`config.mk`:
```
export PLATFORM = sky130hd
export DESIGN_NAME = clipped_pixel_format_blit
export DESIGN_NICKNAME = d
export VERILOG_FILES = /design/src/rtl/cpfb_pkg.sv /design/src/rtl/cpfb_ctrl.sv /design/src/rtl/cpfb_datapath.sv /design/src/rtl/clipped_pixel_format_blit.sv
export SDC_FILE = /design/constraint.sdc
export NUM_CORES = 1
export LEC_CHECK = 0
export BUFFER_PORTS_ARGS = -buffer_cell sky130_fd_sc_hd__buf_2
export CAP_MARGIN = 20
export CORE_MARGIN = 1
export CORE_UTILIZATION = 60
export DETAILED_ROUTE_END_ITERATION = 7
export PLACE_DENSITY = 0.88
export SYNTH_ARGS = -nofsm -noshare
export SYNTH_HDL_FRONTEND = slang
export SYNTH_SLANG_ARGS = --single-unit
```
`constraint.sdc`:
```
create_clock -name i_clk -period 11.95 [get_ports i_clk]
set_clock_uncertainty 0.2 [all_clocks]
set_input_delay 1.7925 -clock i_clk [delete_from_list [all_inputs] [get_ports i_clk]]
set_output_delay 1.7925 -clock i_clk [all_outputs]
set_load 0.03 [all_outputs]
```
`src/rtl/cpfb_pkg.sv`:
```
`default_nettype none
// ----------------------------------------------------------------------------
// cpfb_pkg
// Shared types and constants of the clipped pixel format blit.
// ----------------------------------------------------------------------------
package cpfb_pkg;

    // field widths
    localparam int CHAN_W     = 8;
    localparam int NUM_CHAN   = 4;
    localparam int PIXEL_W    = 32;
    localparam int DIM_W      = 13;
    localparam int ORG_W      = 12;
    localparam int BPP_W      = 3;
    localparam int LEN_W      = 4;
    localparam int OFF_W      = 5;
    localparam int ADDR_W     = 26;
    localparam int CFG_IDX_W  = 3;
    localparam int CFG_DATA_W = 20;
    localparam int IN_DATA_W  = 32;
    localparam int OUT_DATA_W = 40;

    // configuration register indexes
    localparam logic [CFG_IDX_W-1:0] REG_SCREEN_WIDTH    = 3'd0;
    localparam logic [CFG_IDX_W-1:0] REG_SCREEN_HEIGHT   = 3'd1;
    localparam logic [CFG_IDX_W-1:0] REG_IMAGE_WIDTH     = 3'd2;
    localparam logic [CFG_IDX_W-1:0] REG_ORIGIN_X        = 3'd3;
    localparam logic [CFG_IDX_W-1:0] REG_ORIGIN_Y        = 3'd4;
    localparam logic [CFG_IDX_W-1:0] REG_BYTES_PER_PIXEL = 3'd5;
    localparam logic [CFG_IDX_W-1:0] REG_CHANNEL_LENGTHS = 3'd6;
    localparam logic [CFG_IDX_W-1:0] REG_CHANNEL_OFFSETS = 3'd7;

    // register reset values
    localparam logic [DIM_W-1:0]         RST_SCREEN_WIDTH  = 13'd4096;
    localparam logic [DIM_W-1:0]         RST_SCREEN_HEIGHT = 13'd4096;
    localparam logic [DIM_W-1:0]         RST_IMAGE_WIDTH   = 13'd1;
    localparam logic [BPP_W-1:0]         RST_BPP           = 3'd4;
    localparam logic [NUM_CHAN*LEN_W-1:0] RST_LENGTHS      = 16'h8888;
    localparam logic [NUM_CHAN*OFF_W-1:0] RST_OFFSETS      = 20'hC0110;

    // controller to datapath commands
    typedef struct packed {
        logic load;   // capture pixel, test clip, advance counters
        logic base;   // form start address and packed pixel word
        logic step;   // move to next byte write
    } t_cmd;

    // datapath to controller status
    typedef struct packed {
        logic keep;       // pixel lies on screen
        logic bpp_zero;   // no byte writes per pixel
        logic last_byte;  // current byte ends the pixel
    } t_sts;

    // cut a channel to its top len bits and shift it to its offset
    function automatic logic [PIXEL_W-1:0] pack_channel(
        input logic [CHAN_W-1:0] value,
        input logic [LEN_W-1:0]  len,
        input logic [OFF_W-1:0]  off
    );
        logic [LEN_W-1:0]  l;
        logic [LEN_W-1:0]  sh;
        logic [CHAN_W-1:0] v;
        l  = (len > 4'd8) ? 4'd8 : len;
        sh = 4'd8 - l;
        v  = value >> sh;
        return PIXEL_W'(v) << off;
    endfunction

endpackage
`default_nettype wire

```
`src/rtl/cpfb_ctrl.sv`:
```
`default_nettype none
// ----------------------------------------------------------------------------
// cpfb_ctrl
// Sequencer: accepts one pixel, lets the datapath form the address, then
// issues the byte write transactions of a kept pixel one at a time.
// ----------------------------------------------------------------------------
module cpfb_ctrl (
    input  wire logic            i_clk,
    input  wire logic            i_rst_n,
    input  wire logic            i_s_tvalid,
    input  wire logic            i_m_tready,
    input  wire cpfb_pkg::t_sts  i_sts,
    output cpfb_pkg::t_cmd       o_cmd,
    output logic                 o_s_tready,
    output logic                 o_m_tvalid
);
    import cpfb_pkg::*;

    localparam logic [1:0] S_IDLE = 2'd0;
    localparam logic [1:0] S_BASE = 2'd1;
    localparam logic [1:0] S_EMIT = 2'd2;

    logic [1:0] r_state;
    logic [1:0] n_state;

    // next state
    always_comb begin
        n_state = r_state;
        case (r_state)
            S_IDLE: begin
                if (i_s_tvalid) n_state = S_BASE;
            end
            S_BASE: begin
                if (i_sts.keep && !i_sts.bpp_zero) n_state = S_EMIT;
                else n_state = S_IDLE;
            end
            S_EMIT: begin
                if (i_m_tready && i_sts.last_byte) n_state = S_IDLE;
            end
            default: n_state = S_IDLE;
        endcase
    end

    // state register
    always_ff @(posedge i_clk) begin
        if (!i_rst_n) begin
            r_state <= S_IDLE;
        end else begin
            r_state <= n_state;
        end
    end

    // handshakes and commands
    assign o_s_tready = (r_state == S_IDLE);
    assign o_m_tvalid = (r_state == S_EMIT);
    assign o_cmd.load = (r_state == S_IDLE) && i_s_tvalid;
    assign o_cmd.base = (r_state == S_BASE);
    assign o_cmd.step = (r_state == S_EMIT) && i_m_tready;

endmodule
`default_nettype wire

```
`src/rtl/cpfb_datapath.sv`:
```
`default_nettype none
// ----------------------------------------------------------------------------
// cpfb_datapath
// Configuration registers, image position counters, clip test, address
// multiply and the pixel word that is shifted out a byte at a time.
// ----------------------------------------------------------------------------
module cpfb_datapath #(
    parameter int MAX_DIM   = 4096,
    parameter int MAX_BYTES = 4
) (
    input  wire logic                                        i_clk,
    input  wire logic                                        i_rst_n,
    input  wire logic                                        i_cfg_we,
    input  wire logic [cpfb_pkg::CFG_IDX_W-1:0]              i_cfg_index,
    input  wire logic [cpfb_pkg::CFG_DATA_W-1:0]             i_cfg_data,
    input  wire logic [cpfb_pkg::NUM_CHAN*cpfb_pkg::CHAN_W-1:0] i_chan,
    input  wire logic                                        i_image_end,
    input  wire cpfb_pkg::t_cmd                              i_cmd,
    output cpfb_pkg::t_sts                                   o_sts,
    output logic [cpfb_pkg::ADDR_W-1:0]                      o_byte_address,
    output logic [cpfb_pkg::CHAN_W-1:0]                      o_byte_value,
    output logic                                             o_pixel_done
);
    import cpfb_pkg::*;

    localparam int CW = $clog2(MAX_DIM);
    localparam int RW = $clog2(MAX_DIM + 1);
    localparam int BW = $clog2(MAX_BYTES + 1);
    localparam int XW = ((CW > ORG_W) ? CW : ORG_W) + 1;
    localparam int YW = ((RW > ORG_W) ? RW : ORG_W) + 1;
    localparam int KW = (XW > YW) ? XW : YW;
    localparam int PW = YW + DIM_W;
    localparam int EW = ((CW + 1) > DIM_W) ? (CW + 1) : DIM_W;
    localparam int MW = ADDR_W + BW;

    // configuration registers
    logic [DIM_W-1:0]          r_sw;
    logic [DIM_W-1:0]          r_sh;
    logic [DIM_W-1:0]          r_iw;
    logic [ORG_W-1:0]          r_ox;
    logic [ORG_W-1:0]          r_oy;
    logic [BPP_W-1:0]          r_bpp;
    logic [NUM_CHAN*LEN_W-1:0] r_len;
    logic [NUM_CHAN*OFF_W-1:0] r_off;

    always_ff @(posedge i_clk) begin
        if (!i_rst_n) begin
            r_sw  <= RST_SCREEN_WIDTH;
            r_sh  <= RST_SCREEN_HEIGHT;
            r_iw  <= RST_IMAGE_WIDTH;
            r_ox  <= '0;
            r_oy  <= '0;
            r_bpp <= RST_BPP;
            r_len <= RST_LENGTHS;
            r_off <= RST_OFFSETS;
        end else if (i_cfg_we) begin
            case (i_cfg_index)
                REG_SCREEN_WIDTH:    r_sw  <= i_cfg_data[DIM_W-1:0];
                REG_SCREEN_HEIGHT:   r_sh  <= i_cfg_data[DIM_W-1:0];
                REG_IMAGE_WIDTH:     r_iw  <= i_cfg_data[DIM_W-1:0];
                REG_ORIGIN_X:        r_ox  <= i_cfg_data[ORG_W-1:0];
                REG_ORIGIN_Y:        r_oy  <= i_cfg_data[ORG_W-1:0];
                REG_BYTES_PER_PIXEL: r_bpp <= i_cfg_data[BPP_W-1:0];
                REG_CHANNEL_LENGTHS: r_len <= i_cfg_data[NUM_CHAN*LEN_W-1:0];
                REG_CHANNEL_OFFSETS: r_off <= i_cfg_data[NUM_CHAN*OFF_W-1:0];
                default: ;
            endcase
        end
    end

    // effective bytes per pixel, saturated
    logic [BW-1:0] bpp;
    assign bpp = (r_bpp > BPP_W'(MAX_BYTES)) ? BW'(MAX_BYTES) : BW'(r_bpp);

    // image position counters
    logic [CW-1:0] r_col;
    logic [RW-1:0] r_row;
    logic [CW:0]   col1;
    logic          wrap;

    assign col1 = {1'b0, r_col} + (CW + 1)'(1);
    assign wrap = (r_iw == '0) || (EW'(col1) >= EW'(r_iw))
               || (r_col == CW'(MAX_DIM - 1));

    always_ff @(posedge i_clk) begin
        if (!i_rst_n) begin
            r_col <= '0;
            r_row <= '0;
        end else if (i_cmd.load) begin
            if (i_image_end) begin
                r_col <= '0;
                r_row <= '0;
            end else if (wrap) begin
                r_col <= '0;
                if (r_row < RW'(MAX_DIM)) r_row <= r_row + RW'(1);
            end else begin
                r_col <= col1[CW-1:0];
            end
        end
    end

    // screen position and clip test
    logic [XW-1:0] xsum;
    logic [YW-1:0] ysum;
    logic [PW-1:0] prod;
    logic          keep;

    assign xsum = XW'(r_col) + XW'(r_ox);
    assign ysum = YW'(r_row) + YW'(r_oy);
    assign keep = (KW'(r_ox) < KW'(r_sw)) && (KW'(r_oy) < KW'(r_sh))
               && (KW'(ysum) < KW'(r_sh)) && (KW'(xsum) < KW'(r_sw));
    assign prod = PW'(ysum) * PW'(r_sw);

    // capture pixel, clip result and pixel index
    logic [NUM_CHAN*CHAN_W-1:0] r_chan;
    logic                       r_keep;
    logic [ADDR_W-1:0]          r_pos;

    always_ff @(posedge i_clk) begin
        if (i_cmd.load) begin
            r_chan <= i_chan;
            r_keep <= keep;
            r_pos  <= ADDR_W'(prod + PW'(xsum));
        end
    end

    // packed pixel word
    logic [PIXEL_W-1:0] pixel;
    always_comb begin
        pixel = '0;
        for (int c = 0; c < NUM_CHAN; c++) begin
            pixel = pixel | pack_channel(r_chan[c*CHAN_W +: CHAN_W],
                                         r_len[c*LEN_W +: LEN_W],
                                         r_off[c*OFF_W +: OFF_W]);
        end
    end

    // byte write sequence
    logic [MW-1:0]      base_full;
    logic [ADDR_W-1:0]  r_addr;
    logic [PIXEL_W-1:0] r_pixel;
    logic [BW-1:0]      r_idx;
    logic [BW-1:0]      idx1;

    assign base_full = MW'(r_pos) * MW'(bpp);
    assign idx1      = r_idx + BW'(1);

    always_ff @(posedge i_clk) begin
        if (i_cmd.base) begin
            r_addr  <= base_full[ADDR_W-1:0];
            r_pixel <= pixel;
            r_idx   <= '0;
        end else if (i_cmd.step) begin
            r_addr  <= r_addr + ADDR_W'(1);
            r_pixel <= r_pixel >> CHAN_W;
            r_idx   <= idx1;
        end
    end

    // status and output fields
    assign o_sts.keep      = r_keep;
    assign o_sts.bpp_zero  = (bpp == '0);
    assign o_sts.last_byte = (idx1 == bpp);

    assign o_byte_address = r_addr;
    assign o_byte_value   = r_pixel[CHAN_W-1:0];
    assign o_pixel_done   = (idx1 == bpp);

endmodule
`default_nettype wire

```
`src/rtl/clipped_pixel_format_blit.sv`:
```
`default_nettype none
// Sequence: a pixel is taken, its address is formed in the next cycle, and its
// first byte write is offered in the cycle after that.
// Pacing: a new pixel is taken only once the last one is done, and the output
// sequencer emits one byte per cycle while i_m_tready is high.
// Reset: synchronous active-low i_rst_n restores register defaults and clears
// the column and row counters.
// ----------------------------------------------------------------------------
// clipped_pixel_format_blit
// Places an RGBA8888 pixel stream into a framebuffer: clips against the
// screen, repacks the channels and emits little-endian byte writes.
// ----------------------------------------------------------------------------
module clipped_pixel_format_blit #(
    parameter int MAX_DIM   = 4096,
    parameter int MAX_BYTES = 4
) (
    input  wire logic                                 i_clk,
    input  wire logic                                 i_rst_n,
    // configuration write channel
    input  wire logic                                 i_cfg_valid,
    output logic                                      o_cfg_ready,
    input  wire logic [cpfb_pkg::CFG_IDX_W-1:0]       i_cfg_index,
    input  wire logic [cpfb_pkg::CFG_DATA_W-1:0]      i_cfg_data,
    // pixel input stream
    input  wire logic                                 i_s_tvalid,
    output logic                                      o_s_tready,
    input  wire logic [cpfb_pkg::IN_DATA_W-1:0]       i_s_tdata,  // red, green, blue, alpha
    input  wire logic                                 i_s_tlast,  // image_end
    // byte write stream
    output logic                                      o_m_tvalid,
    input  wire logic                                 i_m_tready,
    output logic [cpfb_pkg::OUT_DATA_W-1:0]           o_m_tdata,  // byte_address, byte_value, zero pad
    output logic                                      o_m_tlast   // pixel_done
);
    import cpfb_pkg::*;

    t_cmd              cmd;
    t_sts              sts;
    logic [ADDR_W-1:0] byte_address;
    logic [CHAN_W-1:0] byte_value;

    assign o_cfg_ready = 1'b1;

    cpfb_ctrl u_ctrl (
        .i_clk      (i_clk),
        .i_rst_n    (i_rst_n),
        .i_s_tvalid (i_s_tvalid),
        .i_m_tready (i_m_tready),
        .i_sts      (sts),
        .o_cmd      (cmd),
        .o_s_tready (o_s_tready),
        .o_m_tvalid (o_m_tvalid)
    );

    cpfb_datapath #(
        .MAX_DIM   (MAX_DIM),
        .MAX_BYTES (MAX_BYTES)
    ) u_datapath (
        .i_clk          (i_clk),
        .i_rst_n        (i_rst_n),
        .i_cfg_we       (i_cfg_valid),
        .i_cfg_index    (i_cfg_index),
        .i_cfg_data     (i_cfg_data),
        .i_chan         (i_s_tdata),
        .i_image_end    (i_s_tlast),
        .i_cmd          (cmd),
        .o_sts          (sts),
        .o_byte_address (byte_address),
        .o_byte_value   (byte_value),
        .o_pixel_done   (o_m_tlast)
    );

    // pack output transaction fields
    assign o_m_tdata = {(OUT_DATA_W - ADDR_W - CHAN_W)'(0), byte_value, byte_address};

endmodule
`default_nettype wire

```
Word-level counts from Yosys, hierarchy flattened
Index checks and enable logic that the tools add are counted.
{"block": "totals", "word_cells": 110, "ff_bits": 249, "output_inout_bits": 44}
{"block": "op_classes", "add_sub_neg": 11, "eq_ne": 13, "shift": 8, "reduce_logical": 27, "bitwise": 3, "mux": 18, "multipliers": 2, "magnitude_cmp": 11}
{"op": "$shl 8x5->32", "n": 4}
{"op": "$or 32x32->32", "n": 3}
{"op": "$mux 32", "n": 2}
{"op": "$mux 26", "n": 2}
{"op": "$mux 13", "n": 3}
{"op": "$shr 8x4->8", "n": 4}
{"op": "$add 26x1->26 const B", "n": 1}
{"op": "$add 26x13->26", "n": 1}
{"op": "$lt 12x13->1", "n": 2}
{"op": "$mul 14x13->26", "n": 1}
{"op": "$mul 26x3->26", "n": 1}
{"op": "$mux 12", "n": 2}
{"op": "$reduce_and 2->1", "n": 9}
{"op": "$gt 4x4->1 const B", "n": 4}
{"op": "$mux 4", "n": 4}
{"op": "$sub 4x4->4 const A", "n": 4}
{"op": "$add 13x12->14", "n": 1}
{"op": "$lt 14x13->1", "n": 1}
{"op": "$add 12x1->13 const B", "n": 1}
{"op": "$add 12x12->13", "n": 1}
{"op": "$add 13x1->13 const B", "n": 1}
{"op": "$ge 13x13->1", "n": 1}
{"op": "$logic_not 13->1", "n": 1}
{"op": "$lt 13x13->1", "n": 1}
{"op": "22 further kinds", "n": 38}

Depth between registers and ports, before layout
{"block": "logic_depth", "depth_word": 9, "mapped_depth": 30}

Hierarchy
From an unflattened synthesis, not the netlist that was laid out.
{"block": "unflattened", "hier_cells": 2980, "area_unflattened_um2": 25139.1}
{"mod": "cpfb_datapath", "area_each_um2": 24977.7, "instances": 1, "cells_per_inst": 2959, "seq_area_each_um2": 6115.9}
{"mod": "cpfb_ctrl", "area_each_um2": 101.3, "instances": 1, "cells_per_inst": 12, "seq_area_each_um2": 40.0}
{"mod": "clipped_pixel_format_blit", "area_each_um2": 60.1, "instances": 1, "cells_per_inst": 9, "seq_area_each_um2": 0.0}

Least setup slack after synthesis
No wires, ideal clock.
{"block": "synth_path", "kind": "reg-to-reg", "start": "register u_datapath.r_row[0]", "end": "register u_datapath.r_pos[24], data pin", "arrival_time_ns": 6.841, "t_required_ns": 11.492, "period_less_slack_ns": 7.298, "setup_ns": 0.258, "stages_incl_launch_ff": 30, "path_slack_ns": 4.652, "cell_sequence": "dfxtp_1 > ha_1 > inv_1 > fa_1 > nor2b_1 > o21a_1 > o21ai_0 > nand2b_1 > a21o_1 > xor2_1 > clkbuf_1 > nand2_1 > fa_1 > fa_1 > fa_1 > inv_1 > fa_1 > inv_1 > fa_1 > fa_1 > inv_1 > ha_1 > or4_1 > a21oi_1 > o21ba_2 > o21a_1 > o21ai_0 > a41o_1 > a21oi_1 > xnor2_1"}
{"block": "synth_between", "elab_chain_cells": 3}
{"item": "start, declared", "line_no": "cpfb_datapath.sv:77", "text": "logic [RW-1:0] r_row;"}
{"item": "start signal, assigned", "line_no": "cpfb_datapath.sv:95", "text": "if (r_row < RW'(MAX_DIM)) r_row <= r_row + RW'(1);"}
{"item": "$add 13x12->14", "line_no": "cpfb_datapath.sv:109", "text": "assign ysum = YW'(r_row) + YW'(r_oy);"}
{"item": "$mul 14x13->26", "line_no": "cpfb_datapath.sv:112", "text": "assign prod = PW'(ysum) * PW'(r_sw);"}
{"item": "$add 26x13->26", "line_no": "cpfb_datapath.sv:123", "text": "r_pos <= ADDR_W'(prod + PW'(xsum));"}
{"item": "end signal, assigned", "line_no": "cpfb_datapath.sv:123"}
{"item": "end, declared", "line_no": "cpfb_datapath.sv:117", "text": "logic [ADDR_W-1:0] r_pos;"}
No other way between the ends.
A chain may end at the register's enable or synchronous reset.

Worst setup path after layout
{"block": "layout_path", "start": "register u_datapath.r_row[0]", "end": "register u_datapath.r_pos[23], data pin"}
Same word-level chain as after synthesis.

==> impl_metrics.json <==
{
  "critPathMaxFanout": 14,
  "critical_path_arrival_ns": 8.24,
  "synth.largest_area_cell": "edfxtp_1",
  "clkTransAtPathRegs_ns": 0.06,
  "ant_nets": 0,
  "fin_crit_ns": 8.114,
  "vias": 21981,
  "max_cap_violations": 0,
  "hold_depth": 2,
  "vias_per_cell": 6.322,
  "antenna_found_initial": 0,
  "wl_per_cell_um": 20.66,
  "synthMuxAreaShare": 0.03644,
  "cts_buffer_depth": 3,
  "place_congestion": 1.001,
  "start_util": 0.6131,
  "synthesis.area_um2": 24580,
  "slew_headroom": 0.2695,
  "drc": 0,
  "r2r_slack_ns": 3.84,
  "synth_xor_area_frac": 0.04163,
  "hp-class": "reg -> reg",
  "status": "finished clean",
  "final-setup-viol-count": 0,
  "mostFrequentLayoutCell": "nand2_1",
  "post-route-period-util": 0.6790,
  "htree_levels": 1,
  "pin_count": 105,
  "antenna_cells": 0,
  "synth-compound-area-share": 0.1660,
  "die-width_um": 204.4,
  "mostFrequentLayoutCells": "492 x nand2_1, 240 x inv_1, 203 x a21oi_1, 203 x ha_1, 176 x nor2_1",
  "comb_power_share": 0.162,
  "max_freq_mhz": 123.2,
  "r2r-end": "u_datapath.r_pos[23]$_DFFE_PP_",
  "regToRegStartpoint": "u_datapath.r_row[0]$_SDFFE_PN0P_",
  "cts_buffers": 29,
  "grt_pass1_vias": 21902,
  "num_rows": 73,
  "end_kind": "flip-flop",
  "criticalPathCategory": "reg -> reg",
  "synth_enable_flop_cells": 117,
  "dp_cells": 3422,
  "core_um2": 40100,
  "cts_hold_buf": 0,
  "cts-resized-gates": 0,
  "cellInternalPower_w": 0.001651,
  "grt_max_degree": 67,
  "post-cts-setup-buffers": 0,
  "utilization": 0.6576,
  "io_buffers": 97,
  "hold_viol": 0,
  "wirelength_um": 71830,
  "synth-async-reset-ratio": 0,
  "placement.setup.worst_slack_ns": 3.512,
  "syn2layout_area_growth_pct": 7.252,
  "p_clk_frac": 0.411,
  "synthTopCellsByArea": "edfxtp_1 14%, fa_1 14%, dfxtp_1 11%",
  "die_h_um": 204.4,
  "cp-startpoint": "u_datapath.r_row[0]$_SDFFE_PN0P_",
  "static-leakage-power_nw": 11.55,
  "cp.required_ns": 12.08,
  "synth_simple_gate_area_share": 0.2030,
  "fin_cells": 3477,
  "drive_above_1_share": 0.07724,
  "synth.ff_latch_count": 249,
  "first_iter_violations": 2226,
  "slowest_delay_ns": 0.56,
  "critPathMostFrequentCell": "fa_1",
  "final.setup.tns_ns": 0,
  "track_usage": 0.3479,
  "synth_top_family_by_area": "adder cells",
  "slew_violations": 0,
  "hold_start": "u_datapath.r_sh[9]$_SDFFE_PN0P_",
  "cts_tree": "built",
  "clkLatencyLatePin_ns": 0.59,
  "rsz0062_at_grt": "false",
  "ff2ff_path_depth": 31,
  "synth.avg_cell_area_um2": 8.439,
  "p_sw_frac": 0.2876,
  "endpoint": "u_datapath.r_pos[23]$_DFFE_PP_",
  "ir_drop_mv": 0.1222,
  "p_sw_w": 0.0006663,
  "dp_hpwl_um": 53660,
  "synth_adder_area_share": 0.2385,
  "grt_pass1_wl_um": 115800,
  "dieArea_um2": 41790,
  "pwr_density_cell_nw_per_um2": 87.88,
  "start_kind": "flip-flop",
  "cts_num_sinks": 249,
  "synth_warnings": 0,
  "worst_pin_slew_ns": 1.092,
  "dr.pass1.iters": 5,
  "p_seq_frac": 0.427,
  "synth_top_cell_area_share": 0.1429,
  "setup_ws_ns": 3.836,
  "cts_root_buffer": "clkbuf_16",
  "nets": 3359,
  "netlist_instances": 2913,
  "synthFlopType": "dfxtp_1",
  "gr-total-overflow": 0,
  "ys_seq_area_frac": 0.2504,
  "synthDistinctLibCells": 99,
  "crit_slowest_cell": "fa_1"
}
## through the flow
| stage | total power [W] | hold WS, ns | area [µm²] |
|---|---|---|---|
| 3_5_place_dp | 0.001369 | 0.2508 | 25330 |
| 6_report | 0.002317 | 0.2606 | 26370 |
| 2_1_floorplan | 0.001251 | 0.2363 | 24600 |
| 4_1_cts | 0.002316 | 0.2595 | 26360 |
| 5_1_grt | 0.002395 | 0.2790 | 26370 |
| 3_3_place_gp | 0.001356 | 0.2432 | 25330 |
## how the worst min path moves through the flow
stage,slack (ns),end
global route,0.28,u_datapath.r_sh[5]$_SDFFE_PN0P_
floorplan,0.24,u_datapath.r_sh[10]$_SDFFE_PN0P_
CTS,0.26,u_datapath.r_sh[5]$_SDFFE_PN0P_
detailed placement,0.25,u_datapath.r_sh[5]$_SDFFE_PN0P_
finish,0.26,u_datapath.r_sh[9]$_SDFFE_PN0P_
global placement,0.24,u_datapath.r_sh[6]$_SDFFE_PN0P_
## worst max-delay path: cells and delay by family (launching register included)
family / cells / cell delay, ns
fa+ha+maj: 9 / 3.92
buf+inv: 4 / 0.36
compound gates: 11 / 1.97
simple gates: 5 / 0.72
flops: 1 / 0.41
xor+xnor: 2 / 0.28
## registers in the layout, summed over array words and instances (netlist names)
| name | count |
|---|---|
| u_datapath.r_chan | 32 |
| u_datapath.r_pixel | 32 |
| u_datapath.o_byte_address | 26 |
| u_datapath.r_pos | 26 |
| u_datapath.r_off | 20 |
| u_datapath.r_len | 16 |
| u_datapath.r_iw | 13 |
| u_datapath.r_row | 13 |
| u_datapath.r_sh | 13 |
| u_datapath.r_sw | 13 |
| u_datapath.r_col | 12 |
| u_datapath.r_ox | 12 |
| u_datapath.r_oy | 12 |
| u_datapath.r_bpp | 3 |
| u_datapath.r_idx | 3 |
| u_ctrl.r_state | 2 |
| u_datapath.r_keep | 1 |
## synthesized netlist by cell type (55+ instances only)
master    count
mux2i_1      55
ha_1        203
o21ai_0     106
fa_1        166
edfxtp_1    117
inv_1       240
dfxtp_1     132
nand3_1      79
nand2_1     492
and2_1      113
a21oi_1     203
nor2_1      176
xnor2_1      72
clkbuf_1    110
## power groups by stage
stage	clock [W]	combinational, W	sequential, W
6_report	0.000952	0.000375	0.000990
5_1_grt	0.000994	0.000406	0.000995
4_1_cts	0.000962	0.000366	0.000988
3_5_place_dp	0	0.000363	0.00101
3_3_place_gp	0	0.000352	0.00100
2_1_floorplan	0	0.000249	0.00100
## kinds of logic (layout without fill, tap and decap cells)
logic type                 Yosys count  count (layout)
DFF                                249             249
adders and majority gates          369             369
and+or+nand+nor                   1074            1074
xor gates and xnor gates           116             116
muxes                               81              81
other                                2               7
buffers and inverters              392             426
AOI/OAI and AO/OA                  630             630
## layer usage
| layer | global-route usage | wire length [µm] | part of all wire |
|---|---|---|---|
| met5 | 0 | 0 | 0 |
| met4 | 0.1570 | 3350 | 0.047 |
| met3 | 0.05485 | 6332 | 0.088 |
| met2 | 0.5699 | 33040 | 0.46 |
| met1 | 0.4522 | 29110 | 0.41 |
## area by class of cell
cell class,count,area (µm²)
Multi-Input combinational cell,2277,16900
Fill cell,3193,13730
Timing Repair Buffer,124,688.2
Tap cell,525,656.9
Sequential cell,249,6156
Clock inverter,7,95.09
Clock buffer,47,938.4
Inverter,248,933.4
Power figures use the tool's default switching activity.
